[config.mk]
export PLATFORM = sky130hd
export DESIGN_NAME = regular_polygon_vertex_gen_flat
export DESIGN_NICKNAME = d
export VERILOG_FILES = /design/src/rtl/rvg_pkg.sv /design/src/rtl/rvg_if.sv /design/src/rtl/rvg_csr.sv /design/src/rtl/rvg_div.sv /design/src/rtl/rvg_cordic.sv /design/src/rtl/regular_polygon_vertex_gen.sv /design/src/flat_wrapper.sv
export SDC_FILE = /design/constraint.sdc
export NUM_CORES = 2
export LEC_CHECK = 0
export ABC_AREA = 0
export BUFFER_PORTS_ARGS = -buffer_cell sky130_fd_sc_hd__buf_2
export CORE_ASPECT_RATIO = 1.4
export CORE_MARGIN = 4
export CORE_UTILIZATION = 25
export CTS_CLUSTER_SIZE = 14
export DETAILED_ROUTE_END_ITERATION = 8
export HOLD_SLACK_MARGIN = 0.02
export MAX_ROUTING_LAYER = met4
export SYNTH_ARGS = -nofsm -noshare
export SYNTH_HDL_FRONTEND = slang
export SYNTH_SLANG_ARGS = --single-unit
[constraint.sdc]
create_clock -name clock -period 12.9 [get_ports clock]
set_clock_uncertainty 0.15 [all_clocks]
set_input_delay 2.58 -clock clock [delete_from_list [all_inputs] [get_ports clock]]
set_output_delay 2.58 -clock clock [all_outputs]
set_load 0.01 [all_outputs]
[src/rtl/rvg_pkg.sv]
// Package for the regular polygon vertex generator: field widths, register
// indexes, configuration record, pipeline stage map and the CORDIC angle table.
// Depends on nothing; every other file imports it.
package rvg_pkg;

   localparam int SIDE_W      = 7;
   localparam int RADIUS_W    = 15;
   localparam int COORD_W     = 16;
   localparam int ANGLE_W     = 16;
   localparam int COLOUR_W    = 24;
   localparam int CHAN_W      = 8;
   localparam int INDEX_W     = 6;
   localparam int CSR_INDEX_W = 3;
   localparam int CSR_DATA_W  = 24;

   localparam int MAX_SIDES_DEFAULT = 64;
   localparam int SIDE_MIN          = 3;

   localparam logic [SIDE_W-1:0]   SIDES_RESET  = 7'd3;
   localparam logic [RADIUS_W-1:0] RADIUS_RESET = 15'd13107;

   typedef enum logic [CSR_INDEX_W-1:0] {
      CSR_SIDE_COUNT  = 3'd0,
      CSR_RADIUS      = 3'd1,
      CSR_CENTER_X    = 3'd2,
      CSR_CENTER_Y    = 3'd3,
      CSR_DEPTH_Z     = 3'd4,
      CSR_START_ANGLE = 3'd5,
      CSR_COLOUR_RGB  = 3'd6
   } csr_index_type;

   typedef struct packed {
      logic        [SIDE_W-1:0]   sides;
      logic        [RADIUS_W-1:0] radius;
      logic signed [COORD_W-1:0]  center_x;
      logic signed [COORD_W-1:0]  center_y;
      logic signed [COORD_W-1:0]  depth_z;
      logic        [ANGLE_W-1:0]  start_angle;
      logic        [COLOUR_W-1:0] colour;
   } cfg_type;

   // Angle offset divider: number of stages; DIV_STEPS quotient bits are produced per stage.
   localparam int DIV_STAGES = 4;
   localparam int DIV_STEPS  = ANGLE_W / DIV_STAGES;

   // CORDIC datapath.
   localparam int CORDIC_STAGES = 14;
   localparam int CORDIC_W      = 34;
   localparam int Z_W           = 17;
   localparam int OFF_W         = CORDIC_W - 16;
   localparam int PROD_W        = RADIUS_W + 16;
   localparam logic [15:0] CORDIC_GAIN = 16'd39797;
   localparam int CORDIC_DEPTH  = CORDIC_STAGES + 2;

   localparam logic signed [Z_W-1:0] ATAN_TABLE [CORDIC_STAGES] = '{
      17'sd8192, 17'sd4836, 17'sd2555, 17'sd1297, 17'sd651, 17'sd326, 17'sd163,
      17'sd81, 17'sd41, 17'sd20, 17'sd10, 17'sd5, 17'sd3, 17'sd1
   };

   // Stage map: input register, divider, CORDIC, output register.
   localparam int DIV_FIRST    = 1;
   localparam int CORDIC_FIRST = DIV_FIRST + DIV_STAGES;
   localparam int NUM_STAGES   = CORDIC_FIRST + CORDIC_DEPTH + 1;

endpackage

[src/rtl/rvg_if.sv]
// Handshake interfaces for the vertex generator: request and response words.
// Depends on rvg_pkg for the field widths.
interface rvg_req_if import rvg_pkg::*; ();
   logic               valid;
   logic               ready;
   logic [INDEX_W-1:0] vertex_index;

   modport source (output valid, output vertex_index, input ready);
   modport sink (input valid, input vertex_index, output ready);
endinterface

interface rvg_rsp_if import rvg_pkg::*; ();
   logic                      valid;
   logic                      ready;
   logic signed [COORD_W-1:0] pos_x;
   logic signed [COORD_W-1:0] pos_y;
   logic signed [COORD_W-1:0] pos_z;
   logic        [CHAN_W-1:0]  red;
   logic        [CHAN_W-1:0]  green;
   logic        [CHAN_W-1:0]  blue;
   logic                      index_bad;

   modport source (output valid, output pos_x, output pos_y, output pos_z, output red,
                   output green, output blue, output index_bad, input ready);
   modport sink (input valid, input pos_x, input pos_y, input pos_z, input red,
                 input green, input blue, input index_bad, output ready);
endinterface

[src/rtl/rvg_csr.sv]
// Configuration registers of the vertex generator, with side count clamping.
// Depends on rvg_pkg.
module rvg_csr import rvg_pkg::*; #(
   parameter int MAX_SIDES = MAX_SIDES_DEFAULT
) (
   input  logic                   clock,
   input  logic                   reset,
   input  logic                   csr_wr_en,
   input  logic [CSR_INDEX_W-1:0] csr_index,
   input  logic [CSR_DATA_W-1:0]  csr_wdata,
   output cfg_type                cfg
);

   localparam int SIDE_LIMIT = 2**SIDE_W - 1;
   localparam int CAP_INT    = (MAX_SIDES < SIDE_LIMIT) ? MAX_SIDES : SIDE_LIMIT;
   localparam logic [SIDE_W-1:0] SIDE_CAP   = CAP_INT[SIDE_W-1:0];
   localparam logic [SIDE_W-1:0] SIDE_FLOOR = SIDE_MIN[SIDE_W-1:0];

   cfg_type            cfg_ff;
   cfg_type            cfg_in;
   logic [SIDE_W-1:0]  sides_raw;
   logic [SIDE_W-1:0]  sides_clamped;

   assign sides_raw = csr_wdata[SIDE_W-1:0];

   always_comb begin
      priority if (sides_raw < SIDE_FLOOR) begin
         sides_clamped = SIDE_FLOOR;
      end else if (sides_raw > SIDE_CAP) begin
         sides_clamped = SIDE_CAP;
      end else begin
         sides_clamped = sides_raw;
      end
   end

   always_comb begin
      cfg_in = cfg_ff;
      if (csr_wr_en) begin
         unique case (csr_index)
            CSR_SIDE_COUNT:  cfg_in.sides       = sides_clamped;
            CSR_RADIUS:      cfg_in.radius      = csr_wdata[RADIUS_W-1:0];
            CSR_CENTER_X:    cfg_in.center_x    = $signed(csr_wdata[COORD_W-1:0]);
            CSR_CENTER_Y:    cfg_in.center_y    = $signed(csr_wdata[COORD_W-1:0]);
            CSR_DEPTH_Z:     cfg_in.depth_z     = $signed(csr_wdata[COORD_W-1:0]);
            CSR_START_ANGLE: cfg_in.start_angle = csr_wdata[ANGLE_W-1:0];
            CSR_COLOUR_RGB:  cfg_in.colour      = csr_wdata[COLOUR_W-1:0];
            default:         cfg_in = cfg_ff;
         endcase
      end
   end

   always_ff @(posedge clock) begin
      if (reset) begin
         cfg_ff.sides       <= SIDES_RESET;
         cfg_ff.radius      <= RADIUS_RESET;
         cfg_ff.center_x    <= '0;
         cfg_ff.center_y    <= '0;
         cfg_ff.depth_z     <= '0;
         cfg_ff.start_angle <= '0;
         cfg_ff.colour      <= '0;
      end else begin
         cfg_ff <= cfg_in;
      end
   end

   assign cfg = cfg_ff;

endmodule

[src/rtl/rvg_div.sv]
// Pipelined restoring divider for the vertex angle offset,
// round(index * 65536 / sides), DIV_STEPS (four) quotient bits per stage.
// Depends on rvg_pkg.
module rvg_div import rvg_pkg::*; (
   input  logic                  clock,
   input  logic [DIV_STAGES-1:0] en,
   input  logic [INDEX_W-1:0]    idx,
   input  logic [SIDE_W-1:0]     sides,
   output logic [ANGLE_W-1:0]    quot
);

   logic [SIDE_W-1:0]  rem_ff [DIV_STAGES];
   logic [ANGLE_W-1:0] low_ff [DIV_STAGES];
   logic [ANGLE_W-1:0] q_ff   [DIV_STAGES];
   logic [SIDE_W-1:0]  rem_in [DIV_STAGES];
   logic [ANGLE_W-1:0] low_in [DIV_STAGES];
   logic [ANGLE_W-1:0] q_in   [DIV_STAGES];

   // The numerator is index * 65536 + sides / 2; the upper part seeds the
   // remainder and the rounding term is shifted in below it.
   always_comb begin
      logic [SIDE_W-1:0]  r;
      logic [ANGLE_W-1:0] l;
      logic [ANGLE_W-1:0] q;
      logic [SIDE_W:0]    t;
      for (int s = 0; s < DIV_STAGES; s++) begin
         if (s == 0) begin
            r = SIDE_W'(idx);
            l = ANGLE_W'(sides >> 1);
            q = '0;
         end else begin
            r = rem_ff[s-1];
            l = low_ff[s-1];
            q = q_ff[s-1];
         end
         for (int j = 0; j < DIV_STEPS; j++) begin
            t = {r, l[ANGLE_W-1]};
            l = {l[ANGLE_W-2:0], 1'b0};
            if (t >= {1'b0, sides}) begin
               r = SIDE_W'(t - {1'b0, sides});
               q = {q[ANGLE_W-2:0], 1'b1};
            end else begin
               r = t[SIDE_W-1:0];
               q = {q[ANGLE_W-2:0], 1'b0};
            end
         end
         rem_in[s] = r;
         low_in[s] = l;
         q_in[s]   = q;
      end
   end

   always_ff @(posedge clock) begin
      for (int s = 0; s < DIV_STAGES; s++) begin
         if (en[s]) begin
            rem_ff[s] <= rem_in[s];
            low_ff[s] <= low_in[s];
            q_ff[s]   <= q_in[s];
         end
      end
   end

   assign quot = q_ff[DIV_STAGES-1];

endmodule

[src/rtl/rvg_cordic.sv]
// Pipelined rotation-mode CORDIC: angle setup and radius scaling, one
// micro-rotation per stage, then rounding to signed Q18.0 and quadrant restore.
// Depends on rvg_pkg.
module rvg_cordic import rvg_pkg::*; (
   input  logic                     clock,
   input  logic [CORDIC_DEPTH-1:0]  en,
   input  logic [ANGLE_W-1:0]       offset,
   input  logic [ANGLE_W-1:0]       start_angle,
   input  logic [RADIUS_W-1:0]      radius,
   output logic signed [OFF_W-1:0]  cos_r,
   output logic signed [OFF_W-1:0]  sin_r
);

   localparam logic [ANGLE_W-1:0]  QUARTER = ANGLE_W'(2**(ANGLE_W-2));
   localparam logic [ANGLE_W-1:0]  HALF    = ANGLE_W'(2**(ANGLE_W-1));
   localparam logic signed [CORDIC_W-1:0] ROUND_BIAS = CORDIC_W'(2**15);

   logic signed [CORDIC_W-1:0] x_ff    [CORDIC_STAGES+1];
   logic signed [CORDIC_W-1:0] y_ff    [CORDIC_STAGES+1];
   logic signed [Z_W-1:0]      z_ff    [CORDIC_STAGES+1];
   logic                       flip_ff [CORDIC_STAGES+1];
   logic signed [OFF_W-1:0]    cos_ff;
   logic signed [OFF_W-1:0]    sin_ff;

   logic [ANGLE_W-1:0]         angle;
   logic [ANGLE_W-1:0]         angle_q;
   logic                       flip;
   logic [ANGLE_W-1:0]         folded;
   logic [PROD_W-1:0]          prod;
   logic signed [CORDIC_W-1:0] x_bias;
   logic signed [CORDIC_W-1:0] y_bias;
   logic signed [OFF_W-1:0]    x_round;
   logic signed [OFF_W-1:0]    y_round;

   assign angle   = start_angle + offset;
   assign angle_q = angle + QUARTER;
   assign flip    = angle_q[ANGLE_W-1];
   assign folded  = flip ? angle + HALF : angle;
   assign prod    = PROD_W'(radius) * PROD_W'(CORDIC_GAIN);

   assign x_bias  = x_ff[CORDIC_STAGES] + ROUND_BIAS;
   assign y_bias  = y_ff[CORDIC_STAGES] + ROUND_BIAS;
   assign x_round = $signed(x_bias[CORDIC_W-1:16]);
   assign y_round = $signed(y_bias[CORDIC_W-1:16]);

   always_ff @(posedge clock) begin
      if (en[0]) begin
         x_ff[0]    <= $signed(CORDIC_W'(prod));
         y_ff[0]    <= '0;
         z_ff[0]    <= Z_W'($signed(folded));
         flip_ff[0] <= flip;
      end
      for (int i = 0; i < CORDIC_STAGES; i++) begin
         if (en[i+1]) begin
            if (!z_ff[i][Z_W-1]) begin
               x_ff[i+1] <= x_ff[i] - (y_ff[i] >>> i);
               y_ff[i+1] <= y_ff[i] + (x_ff[i] >>> i);
               z_ff[i+1] <= z_ff[i] - ATAN_TABLE[i];
            end else begin
               x_ff[i+1] <= x_ff[i] + (y_ff[i] >>> i);
               y_ff[i+1] <= y_ff[i] - (x_ff[i] >>> i);
               z_ff[i+1] <= z_ff[i] + ATAN_TABLE[i];
            end
            flip_ff[i+1] <= flip_ff[i];
         end
      end
      if (en[CORDIC_DEPTH-1]) begin
         cos_ff <= flip_ff[CORDIC_STAGES] ? -x_round : x_round;
         sin_ff <= flip_ff[CORDIC_STAGES] ? -y_round : y_round;
      end
   end

   assign cos_r = cos_ff;
   assign sin_r = sin_ff;

endmodule

[src/rtl/regular_polygon_vertex_gen.sv]
// Regular polygon vertex generator. Each request word carries a vertex index;
// the response word gives that vertex's position, depth, colour and an
// out-of-range flag. The block takes one word per clock cycle while the response
// side is ready or a stage is empty, and answers every word in order through
// one input register, a 4-stage angle-offset divider, a 16-stage CORDIC
// (setup, 14 rotations, rounding) and an output register. While the response
// side stalls, bubbles close up, so requests are still taken while a stage is empty.
// Configuration writes take effect on the next cycle.
// Depends on rvg_pkg, rvg_if, rvg_csr, rvg_div and rvg_cordic.
module regular_polygon_vertex_gen import rvg_pkg::*; #(
   parameter int MAX_SIDES = MAX_SIDES_DEFAULT
) (
   input  logic                   clock,
   input  logic                   reset,
   rvg_req_if.sink                req_ch,
   rvg_rsp_if.source              rsp_ch,
   input  logic                   csr_wr_en,
   input  logic [CSR_INDEX_W-1:0] csr_index,
   input  logic [CSR_DATA_W-1:0]  csr_wdata
);

   localparam int SUM_W = OFF_W + 1;
   localparam logic signed [SUM_W-1:0]   SUM_HI = SUM_W'(2**(COORD_W-1) - 1);
   localparam logic signed [SUM_W-1:0]   SUM_LO = SUM_W'(-(2**(COORD_W-1)));
   localparam logic signed [COORD_W-1:0] COORD_HI = COORD_W'(2**(COORD_W-1) - 1);
   localparam logic signed [COORD_W-1:0] COORD_LO = COORD_W'(-(2**(COORD_W-1)));
   localparam logic [CHAN_W-1:0]         CHAN_FULL = '1;

   typedef struct packed {
      logic bad;
      logic last;
   } vtx_flags_type;

   function automatic logic signed [COORD_W-1:0] sat_coord(input logic signed [SUM_W-1:0] v);
      if (v > SUM_HI) begin
         return COORD_HI;
      end else if (v < SUM_LO) begin
         return COORD_LO;
      end
      return $signed(v[COORD_W-1:0]);
   endfunction

   cfg_type                   cfg;
   logic [NUM_STAGES-1:0]     v_ff;
   logic [NUM_STAGES-1:0]     en;
   logic [INDEX_W-1:0]        idx_ff;
   vtx_flags_type             flags_ff [NUM_STAGES-1];
   vtx_flags_type             flags_in;
   logic [ANGLE_W-1:0]        quot;
   logic signed [OFF_W-1:0]   cos_r;
   logic signed [OFF_W-1:0]   sin_r;
   logic signed [SUM_W-1:0]   sum_x;
   logic signed [SUM_W-1:0]   sum_y;
   vtx_flags_type             out_flags;

   logic signed [COORD_W-1:0] pos_x_ff;
   logic signed [COORD_W-1:0] pos_y_ff;
   logic signed [COORD_W-1:0] pos_z_ff;
   logic [CHAN_W-1:0]         red_ff;
   logic [CHAN_W-1:0]         green_ff;
   logic [CHAN_W-1:0]         blue_ff;
   logic                      bad_ff;

   rvg_csr #(
      .MAX_SIDES(MAX_SIDES)
   ) u_csr (
      .clock     (clock),
      .reset     (reset),
      .csr_wr_en (csr_wr_en),
      .csr_index (csr_index),
      .csr_wdata (csr_wdata),
      .cfg       (cfg)
   );

   // A stage may load when the response side is ready or when it or any stage
   // after it is empty, so that a bubble further on can be closed up.
   always_comb begin
      for (int k = 0; k < NUM_STAGES; k++) begin
         en[k] = rsp_ch.ready || !(&(v_ff | ~({NUM_STAGES{1'b1}} << k)));
      end
   end

   assign req_ch.ready = en[0];

   always_ff @(posedge clock) begin
      if (reset) begin
         v_ff <= '0;
      end else begin
         for (int k = 0; k < NUM_STAGES; k++) begin
            if (en[k]) begin
               v_ff[k] <= (k == 0) ? req_ch.valid : v_ff[k-1];
            end
         end
      end
   end

   assign flags_in.bad  = SIDE_W'(req_ch.vertex_index) >= cfg.sides;
   assign flags_in.last = SIDE_W'(req_ch.vertex_index) == cfg.sides - SIDE_W'(1);

   always_ff @(posedge clock) begin
      if (en[0]) begin
         idx_ff      <= req_ch.vertex_index;
         flags_ff[0] <= flags_in;
      end
      for (int k = 1; k < NUM_STAGES-1; k++) begin
         if (en[k]) begin
            flags_ff[k] <= flags_ff[k-1];
         end
      end
   end

   rvg_div u_div (
      .clock (clock),
      .en    (en[CORDIC_FIRST-1:DIV_FIRST]),
      .idx   (idx_ff),
      .sides (cfg.sides),
      .quot  (quot)
   );

   rvg_cordic u_cordic (
      .clock       (clock),
      .en          (en[CORDIC_FIRST+CORDIC_DEPTH-1:CORDIC_FIRST]),
      .offset      (quot),
      .start_angle (cfg.start_angle),
      .radius      (cfg.radius),
      .cos_r       (cos_r),
      .sin_r       (sin_r)
   );

   assign out_flags = flags_ff[NUM_STAGES-2];
   assign sum_x = SUM_W'(cfg.center_x) + SUM_W'(cos_r);
   assign sum_y = SUM_W'(cfg.center_y) + SUM_W'(sin_r);

   always_ff @(posedge clock) begin
      if (en[NUM_STAGES-1]) begin
         pos_z_ff <= cfg.depth_z;
         bad_ff   <= out_flags.bad;
         if (out_flags.bad) begin
            pos_x_ff <= cfg.center_x;
            pos_y_ff <= cfg.center_y;
         end else begin
            pos_x_ff <= sat_coord(sum_x);
            pos_y_ff <= sat_coord(sum_y);
         end
         if (out_flags.last && !out_flags.bad) begin
            red_ff   <= CHAN_FULL;
            green_ff <= CHAN_FULL;
            blue_ff  <= CHAN_FULL;
         end else begin
            red_ff   <= cfg.colour[3*CHAN_W-1:2*CHAN_W];
            green_ff <= cfg.colour[2*CHAN_W-1:CHAN_W];
            blue_ff  <= cfg.colour[CHAN_W-1:0];
         end
      end
   end

   assign rsp_ch.valid     = v_ff[NUM_STAGES-1];
   assign rsp_ch.pos_x     = pos_x_ff;
   assign rsp_ch.pos_y     = pos_y_ff;
   assign rsp_ch.pos_z     = pos_z_ff;
   assign rsp_ch.red       = red_ff;
   assign rsp_ch.green     = green_ff;
   assign rsp_ch.blue      = blue_ff;
   assign rsp_ch.index_bad = bad_ff;

   // A full pipeline with a stalled response side must refuse new words.
   assert property (@(posedge clock) disable iff (reset)
      (&v_ff) && !rsp_ch.ready |-> !req_ch.ready)
      else $error("request taken while the pipeline is full and stalled");

   // An accepted word occupies the input stage on the next cycle.
   assert property (@(posedge clock) disable iff (reset)
      req_ch.valid && req_ch.ready |=> v_ff[0])
      else $error("accepted word lost at the input stage");

   // A bubble ahead of the output register leaves the output empty.
   assert property (@(posedge clock) disable iff (reset)
      !v_ff[NUM_STAGES-2] && en[NUM_STAGES-1] |=> !rsp_ch.valid)
      else $error("response word invented from a bubble");

endmodule
[src/flat_wrapper.sv]
// flat-port wrapper written by rule: the top's interface ports become plain ports
module regular_polygon_vertex_gen_flat import rvg_pkg::*;
#(
   parameter int MAX_SIDES = MAX_SIDES_DEFAULT
)
  (clock, reset, csr_wr_en, csr_index, csr_wdata, req_ch_valid, req_ch_vertex_index, req_ch_ready, rsp_ch_valid, rsp_ch_pos_x, rsp_ch_pos_y, rsp_ch_pos_z, rsp_ch_red, rsp_ch_green, rsp_ch_blue, rsp_ch_index_bad, rsp_ch_ready);
  rvg_req_if req_ch_i ();
  rvg_rsp_if rsp_ch_i ();
  input  logic clock;
  input  logic reset;
  input  logic csr_wr_en;
  input  logic [CSR_INDEX_W-1:0] csr_index;
  input  logic [CSR_DATA_W-1:0] csr_wdata;
  input wire logic [$bits(req_ch_i.valid)-1:0] req_ch_valid;
  input wire logic [$bits(req_ch_i.vertex_index)-1:0] req_ch_vertex_index;
  output wire logic [$bits(req_ch_i.ready)-1:0] req_ch_ready;
  output wire logic [$bits(rsp_ch_i.valid)-1:0] rsp_ch_valid;
  output wire logic [$bits(rsp_ch_i.pos_x)-1:0] rsp_ch_pos_x;
  output wire logic [$bits(rsp_ch_i.pos_y)-1:0] rsp_ch_pos_y;
  output wire logic [$bits(rsp_ch_i.pos_z)-1:0] rsp_ch_pos_z;
  output wire logic [$bits(rsp_ch_i.red)-1:0] rsp_ch_red;
  output wire logic [$bits(rsp_ch_i.green)-1:0] rsp_ch_green;
  output wire logic [$bits(rsp_ch_i.blue)-1:0] rsp_ch_blue;
  output wire logic [$bits(rsp_ch_i.index_bad)-1:0] rsp_ch_index_bad;
  input wire logic [$bits(rsp_ch_i.ready)-1:0] rsp_ch_ready;
  assign req_ch_i.valid = req_ch_valid;
  assign req_ch_i.vertex_index = req_ch_vertex_index;
  assign req_ch_ready = req_ch_i.ready;
  assign rsp_ch_valid = rsp_ch_i.valid;
  assign rsp_ch_pos_x = rsp_ch_i.pos_x;
  assign rsp_ch_pos_y = rsp_ch_i.pos_y;
  assign rsp_ch_pos_z = rsp_ch_i.pos_z;
  assign rsp_ch_red = rsp_ch_i.red;
  assign rsp_ch_green = rsp_ch_i.green;
  assign rsp_ch_blue = rsp_ch_i.blue;
  assign rsp_ch_index_bad = rsp_ch_i.index_bad;
  assign rsp_ch_i.ready = rsp_ch_ready;
  regular_polygon_vertex_gen #(.MAX_SIDES(MAX_SIDES)) u_core (.clock(clock), .reset(reset), .req_ch(req_ch_i), .rsp_ch(rsp_ch_i), .csr_wr_en(csr_wr_en), .csr_index(csr_index), .csr_wdata(csr_wdata));
endmodule
== Word-level counts from Yosys, hierarchy flattened ==
Memory sizes are Yosys's and may differ from the RTL's.
Cells that the tools add are included.

* Add/sub/neg operators: 109
* $mul: 1
* Magnitude comparators: 23
* Eq/ne operators: 7
* Multiplexer cells: 221
* Bitwise gates (word level): 42
* Reduce and logical (&&, ||, !) cells: 75

{| class="wikitable"
|+ Operators with widths
! cell !! count
|-
| 34-bit two-way mux || 28
|-
| 17-bit two-way mux || 14
|-
| 1-bit two-way mux || 150
|-
| 16-bit two-way mux || 9
|-
| 7-bit two-way mux || 18
|-
| 8-bit by 7-bit greater-or-equal comparator with 1-bit output || 15
|-
| 7-bit subtractor || 16
|-
| 34-bit by 17-bit adder with 34-bit output, second input constant || 2
|-
| 34-bit by 21-bit adder with 34-bit output || 2
|-
| 34-bit by 22-bit adder with 34-bit output || 2
|-
| 34-bit by 23-bit adder with 34-bit output || 2
|-
| 34-bit by 24-bit adder with 34-bit output || 2
|-
| 34-bit by 25-bit adder with 34-bit output || 2
|-
| 34-bit by 26-bit adder with 34-bit output || 2
|-
| 34-bit by 27-bit adder with 34-bit output || 2
|-
| 34-bit by 28-bit adder with 34-bit output || 2
|-
| 34-bit by 29-bit adder with 34-bit output || 2
|-
| 34-bit by 30-bit adder with 34-bit output || 2
|-
| 34-bit by 31-bit adder with 34-bit output || 2
|-
| 34-bit by 32-bit adder with 34-bit output || 2
|-
| 34-bit by 33-bit adder with 34-bit output || 2
|-
| 34-bit by 21-bit subtractor with 34-bit output || 2
|-
| 34-bit by 22-bit subtractor with 34-bit output || 2
|-
| 34-bit by 23-bit subtractor with 34-bit output || 2
|-
| 84 further kinds || 194
|}

* Bits in registers: 247
* Memory bits (writable): 1,472
* Bits of input ports: 38
* Output and inout port bits: 75
* Word-level logic and storage cells: 525
* Memories kept: 8

{| class="wikitable"
|+ Memories
! name !! words !! bits a word !! rd ports !! clocked after Yosys merged registers in !! wr ports !! line !! RTL
|-
| u_core.u_cordic.x_ff || 15 || 34 || 15 || 0 || 15 || rvg_cordic.sv:18 || <nowiki>logic signed [CORDIC_W-1:0] x_ff [CORDIC_STAGES+1];</nowiki>
|-
| u_core.u_cordic.y_ff || 15 || 34 || 15 || 0 || 15 || rvg_cordic.sv:19 || <nowiki>logic signed [CORDIC_W-1:0] y_ff [CORDIC_STAGES+1];</nowiki>
|-
| u_core.u_cordic.z_ff || 15 || 17 || 14 || 0 || 15 || rvg_cordic.sv:20 || <nowiki>logic signed [Z_W-1:0] z_ff [CORDIC_STAGES+1];</nowiki>
|-
| u_core.u_div.q_ff || 4 || 16 || 4 || 0 || 4 || rvg_div.sv:14 || <nowiki>logic [ANGLE_W-1:0] q_ff [DIV_STAGES];</nowiki>
|-
| u_core.u_div.low_ff || 4 || 12 || 3 || 0 || 4 || rvg_div.sv:13 || <nowiki>logic [ANGLE_W-1:0] low_ff [DIV_STAGES];</nowiki>
|-
| u_core.flags_ff || 21 || 2 || 21 || 0 || 21 || regular_polygon_vertex_gen.sv:47 || <nowiki>vtx_flags_type flags_ff [NUM_STAGES-1];</nowiki>
|-
| 2 more memories || n/a || n/a || n/a || n/a || n/a || n/a ||
|}

== Depth between registers and ports, before layout ==
An unclocked memory read counts as a cell.

* Depth after elaboration: 9
* Gate-level depth with buffers: 47
* Depth with buffers taken out: 44

== By module ==
A second synthesis with hierarchy kept.

* Cell total of the unflattened synthesis: 13,023
* Area total of the unflattened synthesis: 126,064.7 um^2

{| class="wikitable"
|+ Modules (own cells, without submodules)
! module !! instances !! cells each !! area an instance (um^2) !! seq. area each (um^2)
|-
| rvg_cordic || 1 || 11,124 || 106,967.6 || 36,665.2
|-
| rvg_div || 1 || 779 || 7,557.2 || 2,312.2
|-
| regular_polygon_vertex_gen || 1 || 638 || 7,511.0 || 4,073.9
|-
| rvg_csr || 1 || 482 || 4,028.9 || 2,202.1
|}

== Worst setup path before layout ==
Ideal clock, no wire load.

* Path kind: input -> register
* From: in rsp_ch_ready
* To: mem u_core.u_cordic.y_ff[2][30] (netlist: u_core.u_cordic.y_ff[0][98]), data pin
* Library setup time: 0.256 ns
* Arrival time: 11.703 ns
* Required time: 12.494 ns
* Slack: 0.792 ns
* Cell stages on the path: 25
* Path buffers: 2
* Cell sequence: and4b_1 -> buf_2 -> and4_1 -> inv_2 -> nor2_1 -> inv_2 -> nor2_1 -> and3_1 -> inv_1 -> nand2_1 -> inv_2 -> buf_1 -> mux2i_1 -> fa_1 -> a21o_1 -> a21o_1 -> a21boi_1 -> o31ai_1 -> o41ai_1 -> o21ai_1 -> o31a_1 -> or3_1 -> a31oi_1 -> o21bai_1 -> a31o_2

{| class="wikitable"
|+ RTL lines
! element !! line !! RTL
|-
| from (decl) || flat_wrapper.sv:25 || <nowiki>input wire logic [$bits(rsp_ch_i.ready)-1:0] rsp_ch_ready;</nowiki>
|-
| to (decl) || rvg_cordic.sv:19 ||
|}

== Worst setup path after layout ==
* From: in rsp_ch_ready
* To: out req_ch_ready

* Word-level cells in the longest chain between the ends: 1

{| class="wikitable"
|+ Ends and longest elaborated chain
! element !! line !! RTL
|-
| 1-bit logical OR || regular_polygon_vertex_gen.sv:79 || <nowiki>en[k] = rsp_ch.ready || !(&(v_ff | ~({NUM_STAGES{1'b1}} << k)));</nowiki>
|-
| to (decl) || flat_wrapper.sv:16 || <nowiki>output wire logic [$bits(req_ch_i.ready)-1:0] req_ch_ready;</nowiki>
|}

No other way between the ends.

==> qor.yml <==
status: "finished clean"
grt_first_pass_wirelength_um: 502000
synth.net_count: 14043
critical_path.most_common_cell: "nor2_1"
wl_um: 320000
ctsHoldBuffers: 0
synth_edf_count: 1419
tightest_slew_ns: 1.08
cts_htree_levels: 4
synth_seq_area_share: 0.369
post_cts_buffers: 0
path_clk_slew_ns: 0.06
drc: 0
start_kind: "primary input"
firstDrtPassIters: 6
yosysWarnings: 0
synth-adder-area-share: 0.159
layout_commonest_cell: "edfxtp_1"
grt_max_degree: 74
gp_congestion: 0.931
numPortBuffers: 112
min_period_ns: 10.06
final_hold_viol_count: 0
core_region_area_sq_um: 489000
worst_path_max_delay_cell: "and4b_1"
synth_seq_cells: 1551
cp-end-kind: "output pin"
slew_viol_final: 0
nNetsFinal: 14187
tritoncts: "done"
synth_compound_area_frac: 0.182
gr-total-overflow: 0
num_rows: 304
async_flop_share: 0
synth_area_per_cell_sq_um: 9.79
drtIter0Drc: 5114
finalCoreUtilization: 0.280
critPathMaxFanout: 27
min_path_type: "reg -> reg"
vias: 92501
cpPeakStageDelay_ns: 0.61
cts_made_buffers: 182
dp.cells: 18917
grt_antenna_before_repair: 9
die_h_um: 837
cts_root_buffer: "clkbuf_16"
finalWorstSetupSlack_ns: 2.84
setup_violations: 0
slew_headroom: 0.273
grt_pass1_vias: 91504
yosys.area_share.simple: 0.129
setup_tns_ns: 0
crit_type: "in -> out"
post_cts_resized: 0
hpwl_um: 256000
finalNonFillerCells: 19240
crit_path_cell_trace: "buf_2 -> and4b_1 -> and4_1 -> clkinv_2 -> nor2_1 -> clkinv_2 -> nor2_1 -> and3_1 -> and2_1 -> nand4_1 -> buf_4 -> nor2_1 -> nand3_1 -> buf_2"
avgViaCountPerCell: 4.81
crit_arrival_ns: 7.33
io_pins: 113
syn_inst: 12531
cp.required_ns: 10.17
cap_viol_max_count: 0
synth_top_family_by_area: "compound AO/OA/AOI/OAI gates"
postRouteAntennaNets: 0
clock_sinks: 1551
synth_mux_area_frac: 0.00946
max_freq_mhz: 99.4
syn-cell-area_sq_um: 123000
die_area_sq_um: 502000
rsz0062_at_grt: "no"
cts_buffer_depth: 4
finalCritPeriodShare: 0.780
ys_types: 98
drive_gt1_frac: 0.0492
synthFlopType: "edfxtp_1"
n_fill_cell: 51292
wire_per_inst_um: 16.6
syn_to_final_growth_pct: 11.5
synthXorXnorAreaFrac: 0.126
track_usage: 0.127
dp_slack_ns: 2.04
die_w_um: 600
clock_latency_ns: 0.84
start_util: 0.251
final_cell_mix: "edfxtp_1 (1419), ha_1 (1335), a21oi_1 (1165)"
==> Yosys cell counts (147+ instances only) <==
library cell / count / area (sq um)
nand2b_1: 228 / 1430
nor3_1: 280 / 1400
xnor2_1: 1126 / 9860
xor2_1: 640 / 5610
nand3_1: 214 / 1070
a21o_1: 486 / 3650
o31ai_1: 181 / 1360
clkbuf_1: 189 / 709
inv_1: 590 / 2210
edfxtp_1: 1419 / 42600
o21ai_0: 621 / 3110
a21oi_1: 1165 / 5830
o21a_1: 188 / 1410
nand2_1: 867 / 3250
o21bai_1: 147 / 1100
ha_1: 1335 / 16700
nor2_1: 915 / 3430
nor2b_1: 160 / 1000
==> worst max-delay path, delay by kind of cell <==
| family | cells | cell delay (ns) |
|---|---|---|
| simple gates | 9 | 3.39 |
| buf+inv | 5 | 1.30 |
==> path summary, 6_finish.rpt <==
| check | startpoint | cells past startpoint | to | slack [ns] |
|---|---|---|---|---|
| setup / recovery | rsp_ch_ready | 14 | req_ch_ready | 2.84 |
| hold / removal | u_core.flags_ff[2][4] | 0 | u_core.flags_ff[2][6] | 0.24 |
| setup reg to reg | u_core.u_csr.cfg[104] | 39 | u_core.u_div.rem_ff[1][2] | 3.21 |
| hold reg to reg | u_core.flags_ff[2][4] | 0 | u_core.flags_ff[2][6] | 0.24 |
==> cells by family after synthesis <==
family / after synthesis
AO/OA/AOI/OAI: 3508
AND/OR/NAND/NOR: 3298
XOR/XNOR: 1766
flip-flops: 1551
adder cells (fa/ha/maj): 1475
buffers and inverters: 824
multiplexers: 109
==> routing by layer <==
layer  wire length (um)  vias to the layer above  global-route usage  part of all wire
met5                  0                        -                   -                 0
met4              17800                        0              0.0600             0.055
met3               9300                      742              0.0120             0.029
met2             170000                     1642               0.239              0.53
met1             123000                    43716               0.132              0.38
li1                   -                    46401                   -                 -
==> metrics by stage <==
stage | hold WS, ns | instance area [sq um]
after detailed placement | 0.255 | 131000
after global placement | 0.251 | 131000
after global routing | 0.254 | 137000
final | 0.245 | 137000
after floorplan | 0.250 | 123000
after CTS | 0.250 | 137000
==> sequential cells by signal (all words and copies together) (netlist names) <==
register / cells
u_core.rsp_ch.blue: 8
u_core.rsp_ch.green: 8
u_core.u_cordic.z_ff: 221
u_core.u_div.q_ff: 40
u_core.u_cordic.cos_r: 18
u_core.u_cordic.flip_ff: 15
u_core.rsp_ch.red: 8
u_core.v_ff: 22
u_core.u_cordic.sin_r: 18
u_core.u_div.rem_ff: 21
u_core.rsp_ch.pos_x: 16
u_core.idx_ff: 6
u_core.rsp_ch.pos_y: 16
u_core.u_cordic.y_ff: 461
u_core.rsp_ch.index_bad: 1
u_core.rsp_ch.pos_z: 16
u_core.flags_ff: 42
u_core.u_cordic.x_ff: 488
u_core.u_csr.cfg: 110
u_core.u_div.low_ff: 16
==> final cells by class <==
type                       count  area (sq um)  share of cell area
tap                         6426          8040              0.0588
clock inverter                98           923             0.00675
clock buffer                 224          4830              0.0353
sequential                  1551         45300               0.331
antenna                        1          2.50           0.0000183
timing repair buffer         183          1100             0.00801
inverter                     601          2260              0.0166
multi-input combinational  10156         74400               0.544
Power is not shown: default switching activity piles up to over one toggle a cycle in this logic, so the estimate is an artifact.
